## config.mk

```make
export PLATFORM = sky130hd
export DESIGN_NAME = sliding_window_peak_count
export DESIGN_NICKNAME = d
export VERILOG_FILES = /design/src/rtl/swpc_pkg.sv /design/src/rtl/swpc_cell.sv /design/src/rtl/swpc_chain.sv /design/src/rtl/sliding_window_peak_count.sv
export VERILOG_INCLUDE_DIRS = /design/src /design/src/rtl
export SDC_FILE = /design/constraint.sdc
export NUM_CORES = 2
export LEC_CHECK = 0
export BUFFER_PORTS_ARGS = -buffer_cell sky130_fd_sc_hd__buf_2
export CAP_MARGIN = 20
export CORE_MARGIN = 3
export CORE_UTILIZATION = 40
export DETAILED_ROUTE_END_ITERATION = 16
export GPL_TIMING_DRIVEN = 0
export SYNTH_ARGS = -nofsm -noshare
export SYNTH_HDL_FRONTEND = slang
export SYNTH_SLANG_ARGS = --single-unit
```

## constraint.sdc

```tcl
create_clock -name i_clk -period 127.7 [get_ports i_clk]
set_clock_uncertainty 0.2 [all_clocks]
set_input_delay 31.925 -clock i_clk [delete_from_list [all_inputs] [get_ports i_clk]]
set_output_delay 31.925 -clock i_clk [all_outputs]
set_load 0.005 [all_outputs]
```

## src/rtl/sliding_window_peak_count_macros.svh

```systemverilog
// Assertion helpers for the sliding window peak counter.
// Each macro names one concurrent assertion clocked on i_clk and disabled in reset.
`ifndef SLIDING_WINDOW_PEAK_COUNT_MACROS_SVH
`define SLIDING_WINDOW_PEAK_COUNT_MACROS_SVH
`ifndef SYNTHESIS
`define SWPC_ASSERT_ALWAYS(lbl, prop, msg) \
    lbl: assert property (@(posedge i_clk) disable iff (!i_rst_n) (prop)) else $error(msg);
`define SWPC_ASSERT_NEXT(lbl, ante, cons, msg) \
    lbl: assert property (@(posedge i_clk) disable iff (!i_rst_n) (ante) |=> (cons)) \
        else $error(msg);
`else
`define SWPC_ASSERT_ALWAYS(lbl, prop, msg)
`define SWPC_ASSERT_NEXT(lbl, ante, cons, msg)
`endif
`endif

```

## src/rtl/swpc_pkg.sv

```systemverilog
package swpc_pkg;

    // Field widths fixed by the interface.
    localparam int SAMPLE_W = 32;
    localparam int WLEN_W   = 11;
    localparam int PIECES_W = 11;
    localparam int START_W  = 17;
    localparam int PEAKS_W  = 10;

    // Window length after reset, and the ceiling of the running peak count.
    localparam logic [WLEN_W-1:0]  WLEN_RESET = 11'd3;
    localparam logic [PEAKS_W-1:0] PEAKS_SAT  = 10'd1023;

    // Control that every cell of the history chain sees.
    typedef struct packed {
        logic              shift;
        logic              new_bit;
        logic              cfg_we;
        logic [WLEN_W-1:0] cfg_kk;
    } t_chain_ctl;

endpackage

```

## src/rtl/swpc_cell.sv

```systemverilog
module swpc_cell #(
    parameter int IDX = 0
) (
    input  logic                i_clk,
    input  logic                i_rst_n,
    input  swpc_pkg::t_chain_ctl i_ctl,
    input  logic                i_next_bit,
    output logic                o_bit
);

    logic r_sel;
    logic r_bit;

    // This cell is the insertion point when the window length puts it there.
    always_ff @(posedge i_clk) begin
        if (!i_rst_n) begin
            r_sel <= 1'(IDX == 0);
        end else if (i_ctl.cfg_we) begin
            r_sel <= (32'(IDX) + 32'd3 == 32'(i_ctl.cfg_kk));
        end
    end

    // Peak bits move one cell toward the output on every processed item.
    always_ff @(posedge i_clk) begin
        if (i_ctl.shift) begin
            r_bit <= r_sel ? i_ctl.new_bit : i_next_bit;
        end
    end

    assign o_bit = r_bit;

endmodule

```

## src/rtl/swpc_chain.sv

```systemverilog
module swpc_chain #(
    parameter int N_CELLS = 1022
) (
    input  logic                 i_clk,
    input  logic                 i_rst_n,
    input  swpc_pkg::t_chain_ctl i_ctl,
    output logic                 o_gone
);

    logic [N_CELLS:0] w_bits;

    // The far end of the chain feeds zeros.
    assign w_bits[N_CELLS] = 1'b0;

    // Row of cells; the peak bit that leaves the window falls out of cell zero.
    for (genvar g = 0; g < N_CELLS; g++) begin : g_cell
        swpc_cell #(
            .IDX(g)
        ) u_cell (
            .i_clk      (i_clk),
            .i_rst_n    (i_rst_n),
            .i_ctl      (i_ctl),
            .i_next_bit (w_bits[g+1]),
            .o_bit      (w_bits[g])
        );
    end

    assign o_gone = w_bits[0];

endmodule

```

## src/rtl/sliding_window_peak_count.sv

```systemverilog
// Sliding window peak counter. Samples stream in one item per cycle; an item with
// i_last set closes the sequence and produces one result: the best count of peaks
// strictly inside any window of window_length samples, plus one, and the 1-based
// start of the leftmost window that reaches it (1 and 1 when no window scores).
// Each item is finished in the cycle it is accepted, so the block sustains one
// item per cycle. The result sits in an output register; only a last item waits,
// and only while that register still holds an untaken result. Peak bits wait in
// a chain of K_MAX-2 one-bit cells whose insertion point is set by window_length,
// so each bit leaves the chain exactly when it leaves the window. Write
// i_cfg_wdata only between sequences; lengths above K_MAX act as K_MAX. Samples
// past MAX_LEN in one sequence are ignored.
`include "sliding_window_peak_count_macros.svh"

module sliding_window_peak_count #(
    parameter int K_MAX   = 1024,
    parameter int MAX_LEN = 65536
) (
    input  logic                                i_clk,
    input  logic                                i_rst_n,
    input  logic                                i_cfg_we,
    input  logic [swpc_pkg::WLEN_W-1:0]         i_cfg_wdata,
    input  logic                                i_in_valid,
    output logic                                o_in_ready,
    input  logic signed [swpc_pkg::SAMPLE_W-1:0] i_sample,
    input  logic                                i_last,
    output logic                                o_out_valid,
    input  logic                                i_out_ready,
    output logic [swpc_pkg::PIECES_W-1:0]       o_best_pieces,
    output logic [swpc_pkg::START_W-1:0]        o_start_position
);

    localparam int SW = $clog2(MAX_LEN + 1);

    logic [swpc_pkg::WLEN_W-1:0]          r_kk;
    logic [swpc_pkg::WLEN_W-1:0]          n_kk;
    logic [SW-1:0]                        r_seen;
    logic [SW-1:0]                        n_seen;
    logic signed [swpc_pkg::SAMPLE_W-1:0] r_prior;
    logic signed [swpc_pkg::SAMPLE_W-1:0] r_older;
    logic [swpc_pkg::PEAKS_W-1:0]         r_window;
    logic [swpc_pkg::PEAKS_W-1:0]         n_window;
    logic [swpc_pkg::PEAKS_W-1:0]         r_best;
    logic [swpc_pkg::PEAKS_W-1:0]         n_best;
    logic [SW-1:0]                        r_best_start;
    logic [SW-1:0]                        n_best_start;
    logic                                 r_out_valid;
    logic [swpc_pkg::PIECES_W-1:0]        r_best_pieces;
    logic [swpc_pkg::START_W-1:0]         r_start_position;

    logic                                 w_accept;
    logic                                 w_active;
    logic [SW-1:0]                        w_pos;
    logic                                 w_peak;
    logic                                 w_full;
    logic                                 w_gone;
    logic [swpc_pkg::PEAKS_W:0]           w_sum;
    logic [swpc_pkg::PEAKS_W:0]           w_trim;
    logic [swpc_pkg::PEAKS_W-1:0]         w_count;
    swpc_pkg::t_chain_ctl                 w_ctl;

    // Clamp the written window length to the history depth.
    always_comb begin
        n_kk = i_cfg_wdata;
        if (32'(i_cfg_wdata) > 32'(K_MAX)) begin
            n_kk = swpc_pkg::WLEN_W'(K_MAX);
        end
    end

    always_ff @(posedge i_clk) begin
        if (!i_rst_n) begin
            r_kk <= swpc_pkg::WLEN_RESET;
        end else if (i_cfg_we) begin
            r_kk <= n_kk;
        end
    end

    // Input handshake: only a last item needs room in the result register.
    assign o_in_ready = !i_last || !r_out_valid || i_out_ready;
    assign w_accept   = i_in_valid && o_in_ready;
    assign w_active   = w_accept && (32'(r_seen) < 32'(MAX_LEN));
    assign w_pos      = r_seen + SW'(1);

    // The prior sample is a peak when it beats both of its neighbors.
    assign w_peak = (32'(w_pos) >= 32'd3) && (r_prior > r_older) && (r_prior > i_sample);
    assign w_full = (32'(w_pos) >= 32'(r_kk));

    // Running inner peak count of the window that ends at this sample.
    always_comb begin
        w_sum  = {1'b0, r_window} + (swpc_pkg::PEAKS_W + 1)'(w_peak);
        w_trim = w_sum;
        if (w_full) begin
            w_trim = (w_sum >= (swpc_pkg::PEAKS_W + 1)'(w_gone)) ?
                     w_sum - (swpc_pkg::PEAKS_W + 1)'(w_gone) : '0;
        end
        w_count = (w_trim > {1'b0, swpc_pkg::PEAKS_SAT}) ?
                  swpc_pkg::PEAKS_SAT : w_trim[swpc_pkg::PEAKS_W-1:0];
    end

    // Score update; a strictly larger count keeps the leftmost best window.
    always_comb begin
        n_seen       = r_seen;
        n_window     = r_window;
        n_best       = r_best;
        n_best_start = r_best_start;
        if (w_active) begin
            n_seen = w_pos;
            if (r_kk >= swpc_pkg::WLEN_W'(3)) begin
                n_window = w_count;
                if (w_full && (w_count > r_best)) begin
                    n_best       = w_count;
                    n_best_start = SW'(32'(w_pos) - 32'(r_kk) + 32'd1);
                end
            end
        end
    end

    // Sequence state; a last item restarts it.
    always_ff @(posedge i_clk) begin
        if (!i_rst_n) begin
            r_seen       <= '0;
            r_window     <= '0;
            r_best       <= '0;
            r_best_start <= SW'(1);
        end else if (w_accept && i_last) begin
            r_seen       <= '0;
            r_window     <= '0;
            r_best       <= '0;
            r_best_start <= SW'(1);
        end else begin
            r_seen       <= n_seen;
            r_window     <= n_window;
            r_best       <= n_best;
            r_best_start <= n_best_start;
        end
    end

    // The two previous samples; before the third sample they are never used.
    always_ff @(posedge i_clk) begin
        if (w_active) begin
            r_older <= r_prior;
            r_prior <= i_sample;
        end
    end

    // Peak history chain.
    assign w_ctl.shift   = w_active;
    assign w_ctl.new_bit = w_peak;
    assign w_ctl.cfg_we  = i_cfg_we;
    assign w_ctl.cfg_kk  = n_kk;

    swpc_chain #(
        .N_CELLS(K_MAX - 2)
    ) u_chain (
        .i_clk   (i_clk),
        .i_rst_n (i_rst_n),
        .i_ctl   (w_ctl),
        .o_gone  (w_gone)
    );

    // Result register.
    always_ff @(posedge i_clk) begin
        if (!i_rst_n) begin
            r_out_valid <= 1'b0;
        end else if (w_accept && i_last) begin
            r_out_valid <= 1'b1;
        end else if (i_out_ready) begin
            r_out_valid <= 1'b0;
        end
    end

    always_ff @(posedge i_clk) begin
        if (w_accept && i_last) begin
            r_best_pieces    <= swpc_pkg::PIECES_W'(n_best) + swpc_pkg::PIECES_W'(1);
            r_start_position <= swpc_pkg::START_W'(n_best_start);
        end
    end

    assign o_out_valid      = r_out_valid;
    assign o_best_pieces    = r_best_pieces;
    assign o_start_position = r_start_position;

    // Checks on the block's own bookkeeping.
    `SWPC_ASSERT_NEXT(a_last_gives_result, w_accept && i_last, o_out_valid,
                      "last item did not produce a result")
    `SWPC_ASSERT_NEXT(a_last_clears_count, w_accept && i_last, r_seen == '0,
                      "sample count not cleared after last item")
    `SWPC_ASSERT_ALWAYS(a_seen_bounded, 32'(r_seen) <= 32'(MAX_LEN),
                        "sample count passed its limit")
    `SWPC_ASSERT_ALWAYS(a_result_nonzero,
                        !o_out_valid || (o_best_pieces != '0 && o_start_position != '0),
                        "result holds a zero field")

endmodule

```

# Word level (Yosys, flattened, before mapping)
# Cells that the tools add are included.
# totals
register_bits,2202
# op_classes
n_addsub,6
n_lt_le_gt_ge,10
eq_ne,1022
muxes,1033
n_bitwise,1
reduce_logical,13
# op_table
cell,n
"10-bit by 11-bit equality test with 1-bit output, first input constant",512
"9-bit by 11-bit equality test with 1-bit output, first input constant",256
"8-bit by 11-bit equality test with 1-bit output, first input constant",128
1-bit 2-to-1 mux,1023
"7-bit by 11-bit equality test with 1-bit output, first input constant",64
"6-bit by 11-bit equality test with 1-bit output, first input constant",32
"5-bit by 11-bit equality test with 1-bit output, first input constant",16
"4-bit by 11-bit equality test with 1-bit output, first input constant",8
32-bit > comparator,2
17-bit 2-to-1 mux,3
"3-bit by 11-bit equality test with 1-bit output, first input constant",4
10-bit 2-to-1 mux,4
11-bit 2-to-1 mux,3
"17-bit by 1-bit adder with 17-bit output, second input constant",1
"17-bit by 2-bit adder with 17-bit output, second input constant",1
17-bit by 11-bit greater-or-equal comparator with 1-bit output,1
"17-bit by 2-bit greater-or-equal comparator with 1-bit output, second input constant",1
"17-bit < comparator, second input constant",1
17-bit by 11-bit subtractor with 17-bit output,1
10-bit by 1-bit adder with 11-bit output,1
"10-bit by 1-bit adder with 11-bit output, second input constant",1
"11-bit equality test, first input constant",1
"2-bit by 11-bit equality test with 1-bit output, first input constant",1
11-bit by 1-bit greater-or-equal comparator with 1-bit output,1
12 further kinds,19

# Logic depth before layout (Yosys ltp)
# depth
depth_word,16
depth_mapped,44

# Modules after synthesis
# Synthesis repeated with hierarchy kept, for this count alone.
# unflattened
cells_unflattened,10916
hier_area_um2,122207.2
# modules_own_cells
mod,n_inst,cells_each,area_per_inst_um2,seq_area_each_um2
swpc_cell (u_chain.g_cell[321].u_cell ...),100,9,106.4,50.0
swpc_cell (u_chain.g_cell[102].u_cell ...),91,10,111.4,50.0
sliding_window_peak_count,1,1002,9898.2,4083.9
swpc_cell (u_chain.g_cell[101].u_cell ...),83,10,113.9,50.0
swpc_cell (u_chain.g_cell[100].u_cell ...),79,10,106.4,50.0
swpc_cell (u_chain.g_cell[1006].u_cell ...),74,9,107.6,50.0
swpc_cell (u_chain.g_cell[106].u_cell ...),70,10,112.6,50.0
swpc_cell (u_chain.g_cell[116].u_cell ...),67,10,115.1,50.0
swpc_cell (u_chain.g_cell[322].u_cell ...),61,9,103.8,50.0
swpc_cell (u_chain.g_cell[1020].u_cell ...),43,10,107.6,50.0
swpc_cell (u_chain.g_cell[108].u_cell ...),37,10,110.1,50.0
swpc_cell (u_chain.g_cell[110].u_cell ...),33,10,117.6,50.0
swpc_cell (u_chain.g_cell[1017].u_cell ...),31,10,108.9,50.0
swpc_cell (u_chain.g_cell[10].u_cell ...),27,9,108.9,50.0
26 more rows,--,--,--,--

# Least setup slack after synthesis
# OpenSTA, ideal clock, no wires.
# synth_path
kind,in2reg
from,input i_out_ready
to,register r_seen[7]
setup_ns,0.074
arrival_ns,64.670
path_slack_ns,62.756
path_stages,8
n_path_buf,1
cell_sequence,nand3b_1 > nand2_1 > or2_2 > inv_1 > clkbuf_1 > nand3_1 > xor2_1 > nor2_1
# synth_via
elab_cells_between_ends,5
cone_classes,5 x reduce/logical
# synth_rtl
element,line_no,text
start: declaration,sliding_window_peak_count.sv:27,"input logic i_out_ready,"
1-bit logical OR,sliding_window_peak_count.sv:78,assign o_in_ready = !i_last || !r_out_valid || i_out_ready;
1-bit logical AND,sliding_window_peak_count.sv:79,assign w_accept = i_in_valid && o_in_ready;
1-bit logical AND,sliding_window_peak_count.sv:80,assign w_active = w_accept && (32'(r_seen) < 32'(MAX_LEN));
via w_active,sliding_window_peak_count.sv:51,logic w_active;
end signal: assignment,sliding_window_peak_count.sv:130,r_seen <= n_seen;
end: declaration,sliding_window_peak_count.sv:36,logic [SW-1:0] r_seen;
# The timed path passes the listed nets, and every way through them passes these cells.
# A chain may end at the register's enable or synchronous reset.

# Worst setup path after layout
# layout_path
from,input i_out_ready
to,output o_in_ready
# layout_via
elab_chain_len,1
# layout_lines
element,line_no,text
1-bit logical OR,sliding_window_peak_count.sv:78,
end: declaration,sliding_window_peak_count.sv:23,"output logic o_in_ready,"
# No other way between the ends.

==> flow_metrics.env <==
export IMPL_numCtsBuffers=221
export IMPL_gr_usage_all_layers_pct=19.93
export IMPL_drt_wl_total_um=238900
export IMPL_grt_pass1_vias=57800
export IMPL_synth_nets=7958
export IMPL_drt_initial_drc_count=4616
export IMPL_io_pins=79
export IMPL_synth_edf_count=1114
export IMPL_totalPowerFinal_mw=1.552
export IMPL_clkLatencyLatePin_ns=0.86
export IMPL_dp_hpwl_um=159000
export IMPL_max_stage_delay_ns=0.19
export IMPL_hp_class="register to register"
export IMPL_final_cell_mix="1139 x inv_1, 1114 x edfxtp_1, 1088 x dfxtp_1"
export IMPL_synth_area_um2=91540
export IMPL_syn_to_final_growth_pct=13.81
export IMPL_gr_total_overflow=0
export IMPL_tritoncts="built"
export IMPL_post_cts_buffers=0
export IMPL_yosysUniqueCellTypes=63
export IMPL_cpMaxStageDelayCell="nand3b_1"
export IMPL_final_nets=8301
export IMPL_fp_dieW_um=484.4
export IMPL_cts_sinks=2202
export IMPL_crit_arrival_ns=32.37
export IMPL_ys_warn_count=0
export IMPL_num_fill_cells=20190
export IMPL_vias=58550
export IMPL_cp_top_family="buffers and inverters"
export IMPL_maxSlewHeadroom_pct=19.50
export IMPL_path_buf_inv=2
export IMPL_io_buffers=73
export IMPL_ys_flop_type="edfxtp_1"
export IMPL_seq_area_um2=55230
export IMPL_multi_input_area_um2=29970
export IMPL_synth_seq_cells=2202
export IMPL_via_per_inst=5.169
export IMPL_synth_top_family_by_area="multiplexers"
export IMPL_status="finished, final reports clean"
export IMPL_yosysSeqAreaShare_pct=60.34
export IMPL_ir_drop_mv=0.01651
export IMPL_drive_above_1_share_pct=18.75
export IMPL_leakagePower_nw=35.48
export IMPL_hold_viol=0
export IMPL_grt_pass1_wl_um=362000
export IMPL_fp_row_count=174
export IMPL_synth_simple_gate_area_share_pct=9.483
export IMPL_synth_compound_area_share_pct=8.151
export IMPL_clk_path_buf_depth=3
export IMPL_cts_root_buf="clkbuf_16"
export IMPL_finalSetupViolCount=0
export IMPL_die_y_um=484.4
export IMPL_instances_no_fill=11330
export IMPL_gp_congestion=0.8551
export IMPL_hold_buffers=0
export IMPL_drc=0
export IMPL_firstDrtPassIters=7
export IMPL_htree_levels=4
export IMPL_synthMuxAreaShare_pct=12.83
export IMPL_maxCapViolCount=0
export IMPL_antenna_found_initial=19
export IMPL_synthArstFlopShare_pct=0
export IMPL_fin_crit_ns=64.49
export IMPL_tightest_slew_ns=1.207
export IMPL_avgSynthCellArea_um2=11.76
export IMPL_core_area_um2=226200
export IMPL_synth_xor_area_share_pct=0.5262
export IMPL_period_share_pct=50.50
export IMPL_dieArea_um2=234600
export IMPL_max_freq_ghz=0.01551
export IMPL_crit_chain="buf_2 -> nand3b_1 -> buf_2"
export IMPL_start_util_pct=40.47
export IMPL_grt_max_degree=65
export IMPL_power_density_nw_per_um2=14.90
export IMPL_mostFrequentLayoutCell="inv_1"
export IMPL_fin_tns_setup_ns=0
export IMPL_wl_per_cell_um=21.09
export IMPL_dp_cells=10900
export IMPL_synthAdderAreaFrac_pct=1.722
export IMPL_final_antenna_net_count=0
export IMPL_cpMostUsedCell="buf_2"
export IMPL_synth_cells=7786
export IMPL_report_final_slew_viol_count=0
export IMPL_crit_fanout=3
export IMPL_required_ns=95.57
export IMPL_clkTransAtPathRegs_ns=0.06
export IMPL_cp_start_kind="input pin"
export IMPL_cts_resized=0
export IMPL_crit_path_end_kind="primary output"
export IMPL_rsz0062_at_grt="no"
export IMPL_critPathKind="input pin to primary output"
cell families after synthesis:
group	after synthesis
adders and majority gates	123
buffers and inverters	1678
muxes	1045
DFF	2202
xor gates and xnor gates	55
and+or+nand+nor	1496
AOI/OAI and AO/OA	1187
area by class of cell:
class / count / area share, %
multi-input cells: 3906 / 28.76
clock inverters: 99 / 1.110
inverters: 1140 / 4.108
diodes: 5 / 0.01201
clock buffers: 325 / 6.122
plain buffers: 538 / 2.015
repair buffers: 120 / 1.262
well taps: 2992 / 3.593
flip-flops and latches: 2202 / 53.01
worst reg2reg max path: cells and delay by family (launching register included):
family	cells	cell delay, ns
AND/OR/NAND/NOR	20	5.29
buffers and inverters	6	2.06
adder cells (fa/ha/maj)	6	1.72
AO/OA/AOI/OAI	5	1.16
XOR/XNOR	3	0.61
flip-flops	1	0.48
multiplexers	2	0.31
routing by layer:
layer / global-route usage, % / wire length, um / vias up
met1: 28.14 / 108300 / 28970
met4: 7.075 / 8255 / 2
met3: 3.241 / 14860 / 414
li1: - / - / 27560
met5: 0 / 13 / -
met2: 30.92 / 107500 / 1609
path summary, 6_finish.rpt:
kind | from | endpoint | slack (ns) | depth (start not counted)
hold reg to reg | r_prior[0]$_DFFE_PP_ | r_older[0]$_DFFE_PP_ | 0.26 | 0
setup reg to reg | r_seen[0]$_SDFFE_PP0P_ | o_best_pieces[8]$_DFFE_PP_ | 115.60 | 42
hold / removal | r_prior[0]$_DFFE_PP_ | r_older[0]$_DFFE_PP_ | 0.26 | 0
setup / recovery | i_out_ready | o_in_ready | 63.21 | 3
power by group:
group | switching [mW] | internal [mW]
logic | 0.0705 | 0.0351
registers | 0.00714 | 0.771
clock network | 0.284 | 0.384
metrics by stage:
step | worst slack, ns | utilization [%] | instance area (um2) | hold slack, ns
floorplan | 62.76 | - | 91540 | 0.2264
global placement | 45.79 | 42.28 | 95650 | 0.2369
detailed placement | 63.20 | 42.71 | 96610 | 0.2572
CTS | 63.20 | 46.04 | 104100 | 0.2623
global route | 63.17 | 46.06 | 104200 | 0.2741
finish | 63.21 | 46.06 | 104200 | 0.2607
registers in the layout, indices dropped and copies added, names as in the netlist, 11 cells and up:
| signal | count |
|---|---|
| r_prior | 32 |
| u_chain.g_cell.u_cell.o_bit | 1022 |
| r_kk | 11 |
| r_best_start | 17 |
| o_best_pieces | 11 |
| o_start_position | 17 |
| r_older | 32 |
| r_seen | 17 |
| u_chain.g_cell.u_cell.r_sel | 1022 |
Yosys cell counts, types with 39 or more instances:
cell	instances	area, um2
a21oi_1	41	205.2
and2_1	1034	6469
buf_2	46	230.2
clkbuf_1	465	1745
dfxtp_1	1088	21780
edfxtp_1	1114	33450
ha_1	118	1476
inv_1	1139	4275
mux2_2	1024	11530
nand2_1	175	656.9
nand3_1	39	195.2
nor2_1	101	379.1
o21ai_0	40	200.2
o22ai_1	1021	6387
Note: power is estimated with default switching activity, not from simulation.
